==> config.mk <==
export PLATFORM = sky130hd
export DESIGN_NAME = foc_current_loop_unit
export DESIGN_NICKNAME = d
export VERILOG_FILES = /design/src/design/focl_pkg.sv /design/src/design/focl_front.sv /design/src/design/focl_div.sv /design/src/design/focl_back.sv /design/src/design/foc_current_loop_unit.sv
export SDC_FILE = /design/constraint.sdc
export NUM_CORES = 2
export LEC_CHECK = 0
export BUFFER_PORTS_ARGS = -buffer_cell sky130_fd_sc_hd__buf_2
export CAP_MARGIN = 25
export CORE_MARGIN = 2
export CORE_UTILIZATION = 35
export CTS_BUF_LIST = sky130_fd_sc_hd__clkbuf_16
export DETAILED_ROUTE_END_ITERATION = 12
export GPL_TIMING_DRIVEN = 0
export HOLD_SLACK_MARGIN = 0.02
export PLACE_DENSITY_LB_ADDON = 0.12
export SYNTH_ARGS = -nofsm -noshare
export SYNTH_HDL_FRONTEND = slang
export SYNTH_SLANG_ARGS = --single-unit
==> constraint.sdc <==
create_clock -name clock -period 10.35 [get_ports clock]
set_clock_uncertainty 0.05 [all_clocks]
set_input_delay 1.035 -clock clock [delete_from_list [all_inputs] [get_ports clock]]
set_output_delay 1.035 -clock clock [all_outputs]
set_load 0.01 [all_outputs]
==> src/design/focl_pkg.sv <==
// Shared types, constants and saturation helpers for the FOC current loop.
// Used by every module of the block; depends on nothing.
`timescale 1ns / 1ps

package focl_pkg;

   localparam int DATA_WIDTH = 16;
   localparam int DUTY_WIDTH = 13;
   localparam int LIMIT_WIDTH = 15;
   localparam int GAIN_WIDTH = 16;

   localparam int INV_SQRT3_Q16 = 37837;
   localparam int HALF_SQRT3_Q16 = 56756;
   localparam int DUTY_MID = 2048;
   localparam int DUTY_MAX = 4096;

   typedef enum logic [3:0] {
      CSR_D_PROP_GAIN    = 4'd0,
      CSR_D_INT_GAIN     = 4'd1,
      CSR_Q_PROP_GAIN    = 4'd2,
      CSR_Q_INT_GAIN     = 4'd3,
      CSR_VOLTAGE_LIMIT  = 4'd4,
      CSR_BUS_VOLTAGE    = 4'd5,
      CSR_COMP_AMPLITUDE = 4'd6,
      CSR_COMP_THRESHOLD = 4'd7
   } csr_index_type;

   typedef struct packed {
      logic signed [DATA_WIDTH-1:0] phase_a_current;
      logic signed [DATA_WIDTH-1:0] phase_b_current;
      logic signed [DATA_WIDTH-1:0] angle_sine;
      logic signed [DATA_WIDTH-1:0] angle_cosine;
      logic signed [DATA_WIDTH-1:0] d_current_target;
      logic signed [DATA_WIDTH-1:0] q_current_target;
   } req_type;

   typedef struct packed {
      logic [DUTY_WIDTH-1:0]        duty_a;
      logic [DUTY_WIDTH-1:0]        duty_b;
      logic [DUTY_WIDTH-1:0]        duty_c;
      logic signed [DATA_WIDTH-1:0] d_current;
      logic signed [DATA_WIDTH-1:0] q_current;
   } rsp_type;

   typedef struct packed {
      logic [GAIN_WIDTH-1:0]  d_prop_gain;
      logic [GAIN_WIDTH-1:0]  d_int_gain;
      logic [GAIN_WIDTH-1:0]  q_prop_gain;
      logic [GAIN_WIDTH-1:0]  q_int_gain;
      logic [LIMIT_WIDTH-1:0] voltage_limit;
      logic [LIMIT_WIDTH-1:0] bus_voltage;
      logic [LIMIT_WIDTH-1:0] comp_amplitude;
      logic [LIMIT_WIDTH-1:0] comp_threshold;
   } cfg_type;

   // Saturate a wide signed value to the data width.
   function automatic logic signed [DATA_WIDTH-1:0] sat_data(input logic signed [39:0] x);
      logic signed [39:0] hi;
      logic signed [39:0] lo;
      hi = 40'((2 ** (DATA_WIDTH - 1)) - 1);
      lo = -hi - 40'sd1;
      if (x > hi) begin
         return hi[DATA_WIDTH-1:0];
      end else if (x < lo) begin
         return lo[DATA_WIDTH-1:0];
      end
      return x[DATA_WIDTH-1:0];
   endfunction

   // Clamp to the symmetric voltage limit.
   function automatic logic signed [DATA_WIDTH-1:0] clamp_lim(input logic signed [24:0] x,
                                                              input logic [LIMIT_WIDTH-1:0] lim);
      logic signed [24:0] pos;
      logic signed [24:0] neg;
      pos = 25'($signed({1'b0, lim}));
      neg = -pos;
      if (x > pos) begin
         return pos[DATA_WIDTH-1:0];
      end else if (x < neg) begin
         return neg[DATA_WIDTH-1:0];
      end
      return x[DATA_WIDTH-1:0];
   endfunction

endpackage

==> src/design/focl_front.sv <==
// Request front end: a two-entry queue that takes samples from the input
// channel and holds them until the back end is free. Uses focl_pkg.
`timescale 1ns / 1ps

module focl_front
   import focl_pkg::*;
(
   input  logic    clock,
   input  logic    reset,
   input  logic    push,
   output logic    full,
   input  req_type in_data,
   output logic    deq_valid,
   input  logic    deq_pop,
   output req_type deq_data
);

   req_type    data_ff [2];
   logic       wr_ptr_ff;
   logic       rd_ptr_ff;
   logic [1:0] count_ff;
   logic       do_push;
   logic       do_pop;

   assign full      = (count_ff == 2'd2);
   assign deq_valid = (count_ff != 2'd0);
   assign deq_data  = data_ff[rd_ptr_ff];
   assign do_push   = push && !full;
   assign do_pop    = deq_pop && deq_valid;

   always_ff @(posedge clock) begin
      if (reset) begin
         wr_ptr_ff <= 1'b0;
         rd_ptr_ff <= 1'b0;
         count_ff  <= 2'd0;
      end else begin
         if (do_push) begin
            wr_ptr_ff <= !wr_ptr_ff;
         end
         if (do_pop) begin
            rd_ptr_ff <= !rd_ptr_ff;
         end
         count_ff <= count_ff + {1'b0, do_push} - {1'b0, do_pop};
      end
   end

   always_ff @(posedge clock) begin
      if (do_push) begin
         data_ff[wr_ptr_ff] <= in_data;
      end
   end

   // The pointers and the fill count must agree.
   assert property (@(posedge clock) disable iff (reset)
      (count_ff == 2'd0 || count_ff == 2'd2) |-> (wr_ptr_ff == rd_ptr_ff))
      else $error("focl_front: pointers disagree with fill count");

endmodule

==> src/design/focl_div.sv <==
// Iterative divider rounding to nearest, ties away from zero: one quotient
// bit per cycle. Uses focl_pkg for widths.
`timescale 1ns / 1ps

module focl_div
   import focl_pkg::*;
(
   input  logic                   clock,
   input  logic                   reset,
   input  logic                   start,
   input  logic signed [31:0]     num,
   input  logic [LIMIT_WIDTH-1:0] den,
   output logic                   done,
   output logic signed [32:0]     quot
);

   logic [31:0]            mag_ff;
   logic [LIMIT_WIDTH:0]   rem_ff;
   logic [31:0]            quo_ff;
   logic [LIMIT_WIDTH-1:0] den_ff;
   logic                   neg_ff;
   logic [4:0]             count_ff;
   logic                   busy_ff;
   logic                   done_ff;
   logic [31:0]            abs_num;
   logic [LIMIT_WIDTH:0]   rem_sh;
   logic                   fits;

   assign abs_num = num[31] ? 32'(-num) : 32'(num);
   assign rem_sh  = {rem_ff[LIMIT_WIDTH-1:0], mag_ff[31]};
   assign fits    = (rem_sh >= {1'b0, den_ff});
   assign done    = done_ff;
   assign quot    = neg_ff ? -$signed({1'b0, quo_ff}) : $signed({1'b0, quo_ff});

   always_ff @(posedge clock) begin
      if (reset) begin
         busy_ff  <= 1'b0;
         done_ff  <= 1'b0;
         count_ff <= 5'd0;
      end else begin
         done_ff <= 1'b0;
         if (start) begin
            // Adding half the divisor to the magnitude gives round to nearest.
            mag_ff   <= abs_num + 32'(den >> 1);
            den_ff   <= den;
            neg_ff   <= num[31];
            rem_ff   <= '0;
            quo_ff   <= '0;
            count_ff <= 5'd0;
            busy_ff  <= 1'b1;
         end else if (busy_ff) begin
            rem_ff   <= fits ? rem_sh - {1'b0, den_ff} : rem_sh;
            quo_ff   <= {quo_ff[30:0], fits};
            mag_ff   <= {mag_ff[30:0], 1'b0};
            count_ff <= count_ff + 5'd1;
            if (count_ff == 5'd31) begin
               busy_ff <= 1'b0;
               done_ff <= 1'b1;
            end
         end
      end
   end

   assert property (@(posedge clock) disable iff (reset) start |-> !busy_ff)
      else $error("focl_div: started while busy");

endmodule

==> src/design/focl_back.sv <==
// Back end of the current loop: a step sequencer around one shared 18x18
// multiplier and the iterative divider. Holds the PI integrators.
// Uses focl_pkg and focl_div.
`timescale 1ns / 1ps

module focl_back
   import focl_pkg::*;
(
   input  logic    clock,
   input  logic    reset,
   input  cfg_type cfg,
   input  logic    deq_valid,
   output logic    deq_pop,
   input  req_type deq_data,
   output logic    out_push,
   input  logic    out_free,
   output rsp_type out_data
);

   typedef enum logic [2:0] {
      ST_IDLE, ST_MUL, ST_USE, ST_DIV, ST_DUTY, ST_OUT
   } state_type;

   localparam logic [4:0] STEP_BETA  = 5'd0;
   localparam logic [4:0] STEP_D_AC  = 5'd1;
   localparam logic [4:0] STEP_D_BS  = 5'd2;
   localparam logic [4:0] STEP_Q_AS  = 5'd3;
   localparam logic [4:0] STEP_Q_BC  = 5'd4;
   localparam logic [4:0] STEP_D_INT = 5'd5;
   localparam logic [4:0] STEP_D_OUT = 5'd6;
   localparam logic [4:0] STEP_Q_INT = 5'd7;
   localparam logic [4:0] STEP_Q_OUT = 5'd8;
   localparam logic [4:0] STEP_VA_DC = 5'd9;
   localparam logic [4:0] STEP_VA_QS = 5'd10;
   localparam logic [4:0] STEP_VB_DS = 5'd11;
   localparam logic [4:0] STEP_VB_QC = 5'd12;
   localparam logic [4:0] STEP_V_PH  = 5'd13;
   localparam logic [4:0] STEP_RA_DC = 5'd14;
   localparam logic [4:0] STEP_RA_QS = 5'd15;
   localparam logic [4:0] STEP_RB_DS = 5'd16;
   localparam logic [4:0] STEP_RB_QC = 5'd17;
   localparam logic [4:0] STEP_R_PH  = 5'd18;
   localparam logic [4:0] STEP_COMP  = 5'd19;
   localparam logic [4:0] STEP_DUTY  = 5'd20;

   typedef logic signed [DATA_WIDTH-1:0] data_type;

   state_type         state_ff;
   logic [4:0]        pc_ff;
   logic [1:0]        ph_ff;
   req_type           item_ff;
   logic signed [35:0] prod_ff;
   logic signed [35:0] acc_ff;
   data_type          be_ff, id_ff, iq_ff;
   data_type          integ_d_ff, integ_q_ff, vd_ff, vq_ff;
   data_type          ual_ff, ube_ff, ral_ff, rbe_ff;
   data_type          v_ff [3];
   data_type          ref_ff [3];
   logic [DUTY_WIDTH-1:0] duty_ff [3];
   logic              div_start_ff;
   logic signed [31:0] div_num_ff;
   logic [LIMIT_WIDTH-1:0] div_den_ff;

   logic              div_done;
   logic signed [32:0] div_quot;
   logic signed [17:0] mul_a, mul_b;
   logic signed [16:0] err_d, err_q;
   logic signed [36:0] sum_acc;
   data_type          shr14;
   data_type          beta_val;
   logic signed [36:0] clarke_base;
   data_type          ph1_val, ph2_val;
   logic signed [24:0] pi_p;
   data_type          pi_integ;
   data_type          pi_res;
   data_type          cur_ref, cur_v, vmax, vmin;
   logic signed [16:0] thr_s;
   logic              ref_hi, ref_lo;
   data_type          amp_s;
   data_type          v_direct;
   data_type          v_divided;
   logic signed [17:0] duty_diff;
   logic signed [33:0] duty_sum;
   logic [DUTY_WIDTH-1:0] duty_val;

   focl_div u_div (
      .clock (clock),
      .reset (reset),
      .start (div_start_ff),
      .num   (div_num_ff),
      .den   (div_den_ff),
      .done  (div_done),
      .quot  (div_quot)
   );

   assign err_d = 17'(item_ff.d_current_target) - 17'(id_ff);
   assign err_q = 17'(item_ff.q_current_target) - 17'(iq_ff);

   always_comb begin
      mul_a = '0;
      mul_b = '0;
      unique case (pc_ff)
         STEP_BETA: begin
            mul_a = 18'(item_ff.phase_a_current) + (18'(item_ff.phase_b_current) <<< 1);
            mul_b = 18'(INV_SQRT3_Q16);
         end
         STEP_D_AC: begin
            mul_a = 18'(item_ff.phase_a_current);
            mul_b = 18'(item_ff.angle_cosine);
         end
         STEP_D_BS: begin
            mul_a = 18'(be_ff);
            mul_b = 18'(item_ff.angle_sine);
         end
         STEP_Q_AS: begin
            mul_a = -18'(item_ff.phase_a_current);
            mul_b = 18'(item_ff.angle_sine);
         end
         STEP_Q_BC: begin
            mul_a = 18'(be_ff);
            mul_b = 18'(item_ff.angle_cosine);
         end
         STEP_D_INT: begin
            mul_a = 18'(err_d);
            mul_b = $signed({2'b00, cfg.d_int_gain});
         end
         STEP_D_OUT: begin
            mul_a = 18'(err_d);
            mul_b = $signed({2'b00, cfg.d_prop_gain});
         end
         STEP_Q_INT: begin
            mul_a = 18'(err_q);
            mul_b = $signed({2'b00, cfg.q_int_gain});
         end
         STEP_Q_OUT: begin
            mul_a = 18'(err_q);
            mul_b = $signed({2'b00, cfg.q_prop_gain});
         end
         STEP_VA_DC: begin
            mul_a = 18'(vd_ff);
            mul_b = 18'(item_ff.angle_cosine);
         end
         STEP_VA_QS: begin
            mul_a = -18'(vq_ff);
            mul_b = 18'(item_ff.angle_sine);
         end
         STEP_VB_DS: begin
            mul_a = 18'(vd_ff);
            mul_b = 18'(item_ff.angle_sine);
         end
         STEP_VB_QC: begin
            mul_a = 18'(vq_ff);
            mul_b = 18'(item_ff.angle_cosine);
         end
         STEP_V_PH: begin
            mul_a = 18'(ube_ff);
            mul_b = 18'(HALF_SQRT3_Q16);
         end
         STEP_RA_DC: begin
            mul_a = 18'(item_ff.d_current_target);
            mul_b = 18'(item_ff.angle_cosine);
         end
         STEP_RA_QS: begin
            mul_a = -18'(item_ff.q_current_target);
            mul_b = 18'(item_ff.angle_sine);
         end
         STEP_RB_DS: begin
            mul_a = 18'(item_ff.d_current_target);
            mul_b = 18'(item_ff.angle_sine);
         end
         STEP_RB_QC: begin
            mul_a = 18'(item_ff.q_current_target);
            mul_b = 18'(item_ff.angle_cosine);
         end
         STEP_R_PH: begin
            mul_a = 18'(rbe_ff);
            mul_b = 18'(HALF_SQRT3_Q16);
         end
         STEP_COMP: begin
            mul_a = 18'(ref_ff[ph_ff]);
            mul_b = $signed({3'b000, cfg.comp_amplitude});
         end
         default: begin
            mul_a = '0;
            mul_b = '0;
         end
      endcase
   end

   // Results of the step whose product sits in prod_ff. Every product shift
   // rounds to nearest with ties toward plus infinity.
   always_comb begin
      sum_acc     = 37'(acc_ff) + 37'(prod_ff);
      shr14       = sat_data(40'((sum_acc + 37'sd8192) >>> 14));
      beta_val    = sat_data(40'((prod_ff + 36'sd32768) >>> 16));
      clarke_base = -(37'((pc_ff == STEP_V_PH) ? ual_ff : ral_ff) <<< 15);
      ph1_val     = sat_data(40'((clarke_base + 37'(prod_ff) + 37'sd32768) >>> 16));
      ph2_val     = sat_data(40'((clarke_base - 37'(prod_ff) + 37'sd32768) >>> 16));
      pi_p        = 25'((prod_ff + 36'sd2048) >>> 12);
      pi_integ    = (pc_ff == STEP_D_INT || pc_ff == STEP_D_OUT) ? integ_d_ff : integ_q_ff;
      pi_res      = clamp_lim(pi_p + 25'(pi_integ), cfg.voltage_limit);

      cur_ref = ref_ff[ph_ff];
      cur_v   = v_ff[ph_ff];
      thr_s   = $signed({2'b00, cfg.comp_threshold});
      ref_hi  = 17'(cur_ref) > thr_s;
      ref_lo  = 17'(cur_ref) < -thr_s;
      amp_s   = $signed({1'b0, cfg.comp_amplitude});
      if (ref_hi) begin
         v_direct = sat_data(40'(cur_v) + 40'(amp_s));
      end else if (ref_lo) begin
         v_direct = sat_data(40'(cur_v) - 40'(amp_s));
      end else begin
         v_direct = cur_v;
      end
      v_divided = sat_data(40'(cur_v) + 40'(div_quot));

      vmax = v_ff[0];
      vmin = v_ff[0];
      for (int k = 1; k < 3; k++) begin
         if (v_ff[k] > vmax) begin
            vmax = v_ff[k];
         end
         if (v_ff[k] < vmin) begin
            vmin = v_ff[k];
         end
      end
      duty_diff = (18'(cur_v) <<< 1) - 18'(vmax) - 18'(vmin);
      duty_sum  = 34'(div_quot) + 34'(DUTY_MID);
      if (duty_sum < 34'sd0) begin
         duty_val = '0;
      end else if (duty_sum > 34'(DUTY_MAX)) begin
         duty_val = DUTY_WIDTH'(DUTY_MAX);
      end else begin
         duty_val = duty_sum[DUTY_WIDTH-1:0];
      end
   end

   assign deq_pop  = (state_ff == ST_IDLE) && deq_valid;
   assign out_push = (state_ff == ST_OUT) && out_free;

   always_comb begin
      out_data.duty_a    = duty_ff[0];
      out_data.duty_b    = duty_ff[1];
      out_data.duty_c    = duty_ff[2];
      out_data.d_current = id_ff;
      out_data.q_current = iq_ff;
   end

   always_ff @(posedge clock) begin
      if (reset) begin
         state_ff     <= ST_IDLE;
         pc_ff        <= STEP_BETA;
         ph_ff        <= 2'd0;
         integ_d_ff   <= '0;
         integ_q_ff   <= '0;
         div_start_ff <= 1'b0;
      end else begin
         div_start_ff <= 1'b0;
         unique case (state_ff)
            ST_IDLE: begin
               if (deq_valid) begin
                  item_ff  <= deq_data;
                  pc_ff    <= STEP_BETA;
                  ph_ff    <= 2'd0;
                  state_ff <= ST_MUL;
               end
            end
            ST_MUL: begin
               prod_ff  <= mul_a * mul_b;
               state_ff <= ST_USE;
            end
            ST_USE: begin
               pc_ff    <= pc_ff + 5'd1;
               state_ff <= ST_MUL;
               unique case (pc_ff)
                  STEP_BETA:  be_ff <= beta_val;
                  STEP_D_AC, STEP_Q_AS, STEP_VA_DC, STEP_VB_DS, STEP_RA_DC, STEP_RB_DS:
                     acc_ff <= prod_ff;
                  STEP_D_BS:  id_ff <= shr14;
                  STEP_Q_BC:  iq_ff <= shr14;
                  STEP_D_INT: integ_d_ff <= pi_res;
                  STEP_D_OUT: vd_ff <= pi_res;
                  STEP_Q_INT: integ_q_ff <= pi_res;
                  STEP_Q_OUT: vq_ff <= pi_res;
                  STEP_VA_QS: ual_ff <= shr14;
                  STEP_VB_QC: ube_ff <= shr14;
                  STEP_V_PH: begin
                     v_ff[0] <= ual_ff;
                     v_ff[1] <= ph1_val;
                     v_ff[2] <= ph2_val;
                  end
                  STEP_RA_QS: ral_ff <= shr14;
                  STEP_RB_QC: rbe_ff <= shr14;
                  STEP_R_PH: begin
                     ref_ff[0] <= ral_ff;
                     ref_ff[1] <= ph1_val;
                     ref_ff[2] <= ph2_val;
                     ph_ff     <= 2'd0;
                  end
                  STEP_COMP: begin
                     // Inside the band the compensation is linear and needs a divide;
                     // a zero threshold leaves only a zero current there.
                     if (!ref_hi && !ref_lo && cfg.comp_threshold != '0) begin
                        div_num_ff   <= 32'(prod_ff);
                        div_den_ff   <= cfg.comp_threshold;
                        div_start_ff <= 1'b1;
                        pc_ff        <= pc_ff;
                        state_ff     <= ST_DIV;
                     end else begin
                        v_ff[ph_ff] <= v_direct;
                        if (ph_ff == 2'd2) begin
                           ph_ff    <= 2'd0;
                           state_ff <= ST_DUTY;
                        end else begin
                           ph_ff <= ph_ff + 2'd1;
                           pc_ff <= pc_ff;
                        end
                     end
                  end
                  default: begin
                     state_ff <= ST_IDLE;
                  end
               endcase
            end
            ST_DUTY: begin
               if (cfg.bus_voltage == '0) begin
                  duty_ff[ph_ff] <= DUTY_WIDTH'(DUTY_MID);
                  if (ph_ff == 2'd2) begin
                     state_ff <= ST_OUT;
                  end else begin
                     ph_ff <= ph_ff + 2'd1;
                  end
               end else begin
                  div_num_ff   <= 32'(duty_diff) <<< 11;
                  div_den_ff   <= cfg.bus_voltage;
                  div_start_ff <= 1'b1;
                  state_ff     <= ST_DIV;
               end
            end
            ST_DIV: begin
               if (div_done) begin
                  if (pc_ff == STEP_COMP) begin
                     v_ff[ph_ff] <= v_divided;
                     if (ph_ff == 2'd2) begin
                        ph_ff    <= 2'd0;
                        pc_ff    <= STEP_DUTY;
                        state_ff <= ST_DUTY;
                     end else begin
                        ph_ff    <= ph_ff + 2'd1;
                        state_ff <= ST_MUL;
                     end
                  end else begin
                     duty_ff[ph_ff] <= duty_val;
                     if (ph_ff == 2'd2) begin
                        state_ff <= ST_OUT;
                     end else begin
                        ph_ff    <= ph_ff + 2'd1;
                        state_ff <= ST_DUTY;
                     end
                  end
               end
            end
            ST_OUT: begin
               if (out_free) begin
                  state_ff <= ST_IDLE;
               end
            end
            default: begin
               state_ff <= ST_IDLE;
            end
         endcase
      end
   end

   assert property (@(posedge clock) disable iff (reset) div_done |-> (state_ff == ST_DIV))
      else $error("focl_back: divider finished outside a divide step");

endmodule

==> src/design/foc_current_loop_unit.sv <==
// Top level of the FOC current loop: configuration registers, request queue,
// sequenced back end and the result register. Uses focl_pkg, focl_front, focl_back.
`timescale 1ns / 1ps

// Usage:
//   Requests enter on req_push/req_full; one request is one PWM-period sample
//   (phase currents, angle sine/cosine, d/q current targets). A two-entry queue
//   takes requests while the back end is busy.
//   Results leave on rsp_empty/rsp_pop: three duties and the measured d/q
//   currents, exactly one result per request, in request order.
//   Steps: the request is taken into the back end, then 19 multiplier steps,
//   three compensation steps, each with a divide when it needs one, three
//   duty divides (none when the bus voltage is zero) and the result register.
//   The shared divider does the divides. The back end takes the next request
//   only once the result of the last one has passed to the result register.
//   The configuration port (csr_write/csr_index/csr_data) writes one register
//   per cycle and must be used only while the block holds no request.
//   Reset loads the default gains and limits and clears both integrators,
//   the queue and the result register.
//   When the receiver does not pop, the finished result waits in the result
//   register; the back end holds its next result, and the queue fills up
//   until req_full rises.

module foc_current_loop_unit
   import focl_pkg::*;
(
   input  logic        clock,
   input  logic        reset,
   input  logic        req_push,
   output logic        req_full,
   input  req_type     req_payload,
   output logic        rsp_empty,
   input  logic        rsp_pop,
   output rsp_type     rsp_payload,
   input  logic        csr_write,
   input  logic [3:0]  csr_index,
   input  logic [15:0] csr_data
);

   cfg_type cfg_ff;
   rsp_type rsp_ff;
   logic    rsp_valid_ff;
   logic    deq_valid;
   logic    deq_pop;
   req_type deq_data;
   logic    out_push;
   logic    out_free;
   rsp_type out_data;

   always_ff @(posedge clock) begin
      if (reset) begin
         cfg_ff.d_prop_gain    <= 16'd6144;
         cfg_ff.d_int_gain     <= 16'd205;
         cfg_ff.q_prop_gain    <= 16'd6144;
         cfg_ff.q_int_gain     <= 16'd205;
         cfg_ff.voltage_limit  <= 15'd2048;
         cfg_ff.bus_voltage    <= 15'd24576;
         cfg_ff.comp_amplitude <= 15'd0;
         cfg_ff.comp_threshold <= 15'd102;
      end else if (csr_write) begin
         case (csr_index)
            CSR_D_PROP_GAIN:    cfg_ff.d_prop_gain    <= csr_data;
            CSR_D_INT_GAIN:     cfg_ff.d_int_gain     <= csr_data;
            CSR_Q_PROP_GAIN:    cfg_ff.q_prop_gain    <= csr_data;
            CSR_Q_INT_GAIN:     cfg_ff.q_int_gain     <= csr_data;
            CSR_VOLTAGE_LIMIT:  cfg_ff.voltage_limit  <= csr_data[LIMIT_WIDTH-1:0];
            CSR_BUS_VOLTAGE:    cfg_ff.bus_voltage    <= csr_data[LIMIT_WIDTH-1:0];
            CSR_COMP_AMPLITUDE: cfg_ff.comp_amplitude <= csr_data[LIMIT_WIDTH-1:0];
            CSR_COMP_THRESHOLD: cfg_ff.comp_threshold <= csr_data[LIMIT_WIDTH-1:0];
            default: ;
         endcase
      end
   end

   focl_front u_front (
      .clock     (clock),
      .reset     (reset),
      .push      (req_push),
      .full      (req_full),
      .in_data   (req_payload),
      .deq_valid (deq_valid),
      .deq_pop   (deq_pop),
      .deq_data  (deq_data)
   );

   focl_back u_back (
      .clock     (clock),
      .reset     (reset),
      .cfg       (cfg_ff),
      .deq_valid (deq_valid),
      .deq_pop   (deq_pop),
      .deq_data  (deq_data),
      .out_push  (out_push),
      .out_free  (out_free),
      .out_data  (out_data)
   );

   assign out_free    = !rsp_valid_ff || rsp_pop;
   assign rsp_empty   = !rsp_valid_ff;
   assign rsp_payload = rsp_ff;

   always_ff @(posedge clock) begin
      if (reset) begin
         rsp_valid_ff <= 1'b0;
      end else if (out_push) begin
         rsp_valid_ff <= 1'b1;
      end else if (rsp_pop) begin
         rsp_valid_ff <= 1'b0;
      end
   end

   always_ff @(posedge clock) begin
      if (out_push) begin
         rsp_ff <= out_data;
      end
   end

   // A waiting result is never overwritten before it is popped.
   assert property (@(posedge clock) disable iff (reset)
      (rsp_valid_ff && !rsp_pop) |=> $stable(rsp_ff))
      else $error("foc_current_loop_unit: waiting result overwritten");

endmodule

==> impl_metrics.yaml <==
drt:
  wl_mm: 277.1
  drc: 0
  vias: 59250
  drt-pass1-iter-count: 9
  drtIter0Drc: 5159
  ant_nets: 0
  via_per_inst: 5.451
  post_drt_wl_per_cell_um: 25.49
min_path:
  holdPathStages: 0
  min_from: "u_back.duty_ff[1][12]"
  min_path_type: "flip-flop to flip-flop"
worst_setup_path:
  endpoint_kind: "flip-flop"
  crit_required_ns: 10.89
  reg2reg_from: "u_back.pc_ff[0]"
  slowest_stage: "fa_1"
  path_class: "flip-flop to flip-flop"
  r2r_cells: 35
  cpPeakStageDelay_ns: 0.54
  crit_path_frequent_cell: "fa_1"
  worstSetupStartpointType: "flip-flop"
  cp.arrival_ns: 10.70
  crit_fanout: 10
  cp-startpoint: "u_back.pc_ff[0]"
floorplan:
  core_region_area_um2: 216500
  die-area_um2: 220800
  die_y_um: 469.9
  die_width_um: 469.9
  io_pins: 194
  num_rows: 171
  start_util_pct: 35.09
timing:
  rsz0062_at_grt: "yes"
  post-route-min-period_ns: 10.16
  final_max_slew_viol_count: 0
  max_freq_mhz: 98.45
  setup_viol: 0
  period_share_pct: 98.14
  slew_headroom_pct: 24.87
  finalHoldViolCount: 0
  tightest_slew_ns: 1.123
global_routing:
  grt_first_pass_wirelength_mm: 402.9
  gr-usage-met2_pct: 40.00
  grt_max_degree: 58
  grt.busiest_layer: "met2"
  grt_pass1_vias: 58760
  globalRouteMet3Util_pct: 3.098
  met1_usage_pct: 32.40
  overflow: 0
  antenna_found_initial: 13
  grt.total_usage_pct: 24.66
synth:
  netlist_area_um2: 75980
  netlist_instances: 7537
  synthFlopType: "edfxtp_1"
  yosys_warnings: 0
  synth_top_area_cell: "edfxtp_1"
  synth_edf_count: 868
  netlist_top_cells_area: "edfxtp_1 (34%), ha_1 (9.5%), fa_1 (9.4%)"
  synth_seq_cells: 1049
  synth.avg_cell_area_um2: 10.08
  synth_nets: 8592
  synth-seq-area-share_pct: 39.07
  netlist.area_leader.share_pct: 34.31
  ys_types: 95
  async_reset_ff_share_pct: 0
placement:
  gp_congestion: 0.9564
  portBuffers: 178
  hpwl_mm: 221.6
final_layout:
  drive_gt1_share_pct: 10.89
  final_util_pct: 39.77
  final_nets: 8965
  syn_to_final_growth_pct: 13.33
clock_tree:
  cts_tree: "built"
  cts.htree.levels: 3
  cts_buffers: 121
  clock_sinks: 1049
  clock-root-buffer: "clkbuf_16"
  clk_latency_ns: 0.84
  cts_hold_buf: 0
  clockBufferDepth: 3
  cts.reportedPaths.clkPinSlew_ns: 0.07
run:
  max_cap_viol_count: 0
outcome:
  status: "finished clean"
## kinds of logic (layout without fill, tap and decap cells)
group | after synthesis | after routing | synth area share, %
compound gates | 1526 | 1526 | 13.30
xor+xnor | 414 | 414 | 4.772
fa+ha+maj | 934 | 934 | 18.90
buf+inv | 1097 | 1573 | 5.476
flops | 1049 | 1049 | 39.07
mux | 295 | 295 | 4.403
other cells | 0 | 3 | 0
simple gates | 2222 | 2222 | 14.07
## cell usage in the layout (no fill, tap or decap), drive strengths merged, types with 33 or more instances in the layout
cell and count:
a211oi 49, a21o 143, a21oi 429, a22oi 53
a31oi 42, and2 85, buf 300, clkbuf 375
clkinv 59, dfxtp 181, edfxtp 868, fa 356
ha 578, inv 814, mux2 154, mux2i 125
nand2 790, nand2b 113, nand3 114, nand3b 37
nand4 87, nor2 478, nor2b 117, nor3 147
nor4 59, o211ai 40, o21a 46, o21ai 284
o21bai 33, o22ai 40, o31ai 48, or2 35
or3 40, xnor2 287, xor2 127
## worst max-delay path, delay by kind of cell (launching register included)
kind	cells	cell delay, ns
compound gates	8	1.63
xor+xnor	1	0.31
fa+ha+maj	8	3.92
buf+inv	8	1.24
flops	1	0.41
simple gates	10	2.30
## cell type report
type,instances,area [µm²]
fill,21410,130400
multi-input combinational,5391,42740
sequential,1049,29690
tap,2854,3571
clock buffer,121,3028
inverter,793,2984
timing repair buffer,260,1848
buffer,294,1227
clock inverter,105,1013
antenna,3,7.507
## cells in the mapped netlist, drive strengths merged (16+ instances only)
| cell type | count |
|---|---|
| and3 | 32 |
| xnor2 | 287 |
| nor3b | 16 |
| and2 | 85 |
| a22oi | 53 |
| ha | 578 |
| a211oi | 49 |
| clkbuf | 271 |
| o21ai | 284 |
| nor2b | 117 |
| or2 | 35 |
| nor3 | 147 |
| a31oi | 42 |
| or4 | 30 |
| or3 | 40 |
| o21a | 46 |
| a222oi | 32 |
| a221o | 24 |
| nor4 | 59 |
| nand4 | 87 |
| mux4 | 16 |
| nand2 | 790 |
| nand2b | 113 |
| fa | 356 |
| xor2 | 127 |
| dfxtp | 181 |
| a221oi | 24 |
| a21o | 143 |
| o22ai | 40 |
| mux2i | 125 |
| nor2 | 478 |
| inv | 791 |
| nand3b | 37 |
| a211o | 26 |
| o31ai | 48 |
| nand3 | 114 |
| a21boi | 18 |
| o211ai | 40 |
| o41ai | 18 |
| edfxtp | 868 |
| a2bb2oi | 25 |
| mux2 | 154 |
| buf | 33 |
| a21oi | 429 |
| o21bai | 33 |
## path summary, 6_finish.rpt
kind	endpoint	slack, ns
hold reg to reg	rsp_payload[57]	0.34
setup reg to reg	u_back.prod_ff[34]	0.19
setup / recovery	u_back.prod_ff[34]	0.19
hold / removal	rsp_payload[57]	0.34
## per-stage QoR
stage / std cells / area [µm²] / hold slack, ns / setup WS (ns) / TNS, ns
global placement: 10570 / 80440 / 0.3511 / -3.612 / -55.53
floorplan: 7537 / 75980 / 0.3503 / 1.379 / 0
finish: 10870 / 86110 / 0.3355 / 0.1930 / 0
global route: 10870 / 86100 / 0.3058 / -0.1628 / -0.2441
detailed placement: 10630 / 81430 / 0.3545 / -2.354 / -27.89
CTS: 10860 / 85850 / 0.2788 / 0.005973 / 0
## routing by layer
metal	wire, µm	part of all wire (%)	up-vias
met3	15160	5.5	461
met5	266	0.096	-
met4	16850	6.1	6
li1	-	-	27530
met1	118500	43	29370
met2	126300	46	1887
## flip-flops by register name, indices dropped and copies added, names as in the netlist, 36 cells and up, named ones only
signal and cells:
u_front.data_ff 192, cfg_ff 124, u_back.item_ff 96, rsp_payload 71, u_back.v_ff 64, u_back.ref_ff 48, u_back.duty_ff 39, u_back.acc_ff 36
u_back.prod_ff 36
## timing repair
item / 4_1_cts / 5_1_grt
pin swaps: 7 / 15
resized for setup: 109 / 84
setup buffers: 11 / 7
endpoints found under the setup margin: 22 / 26
Power is not shown: default switching activity piles up to over one toggle a cycle in this logic, so the estimate is an artifact.
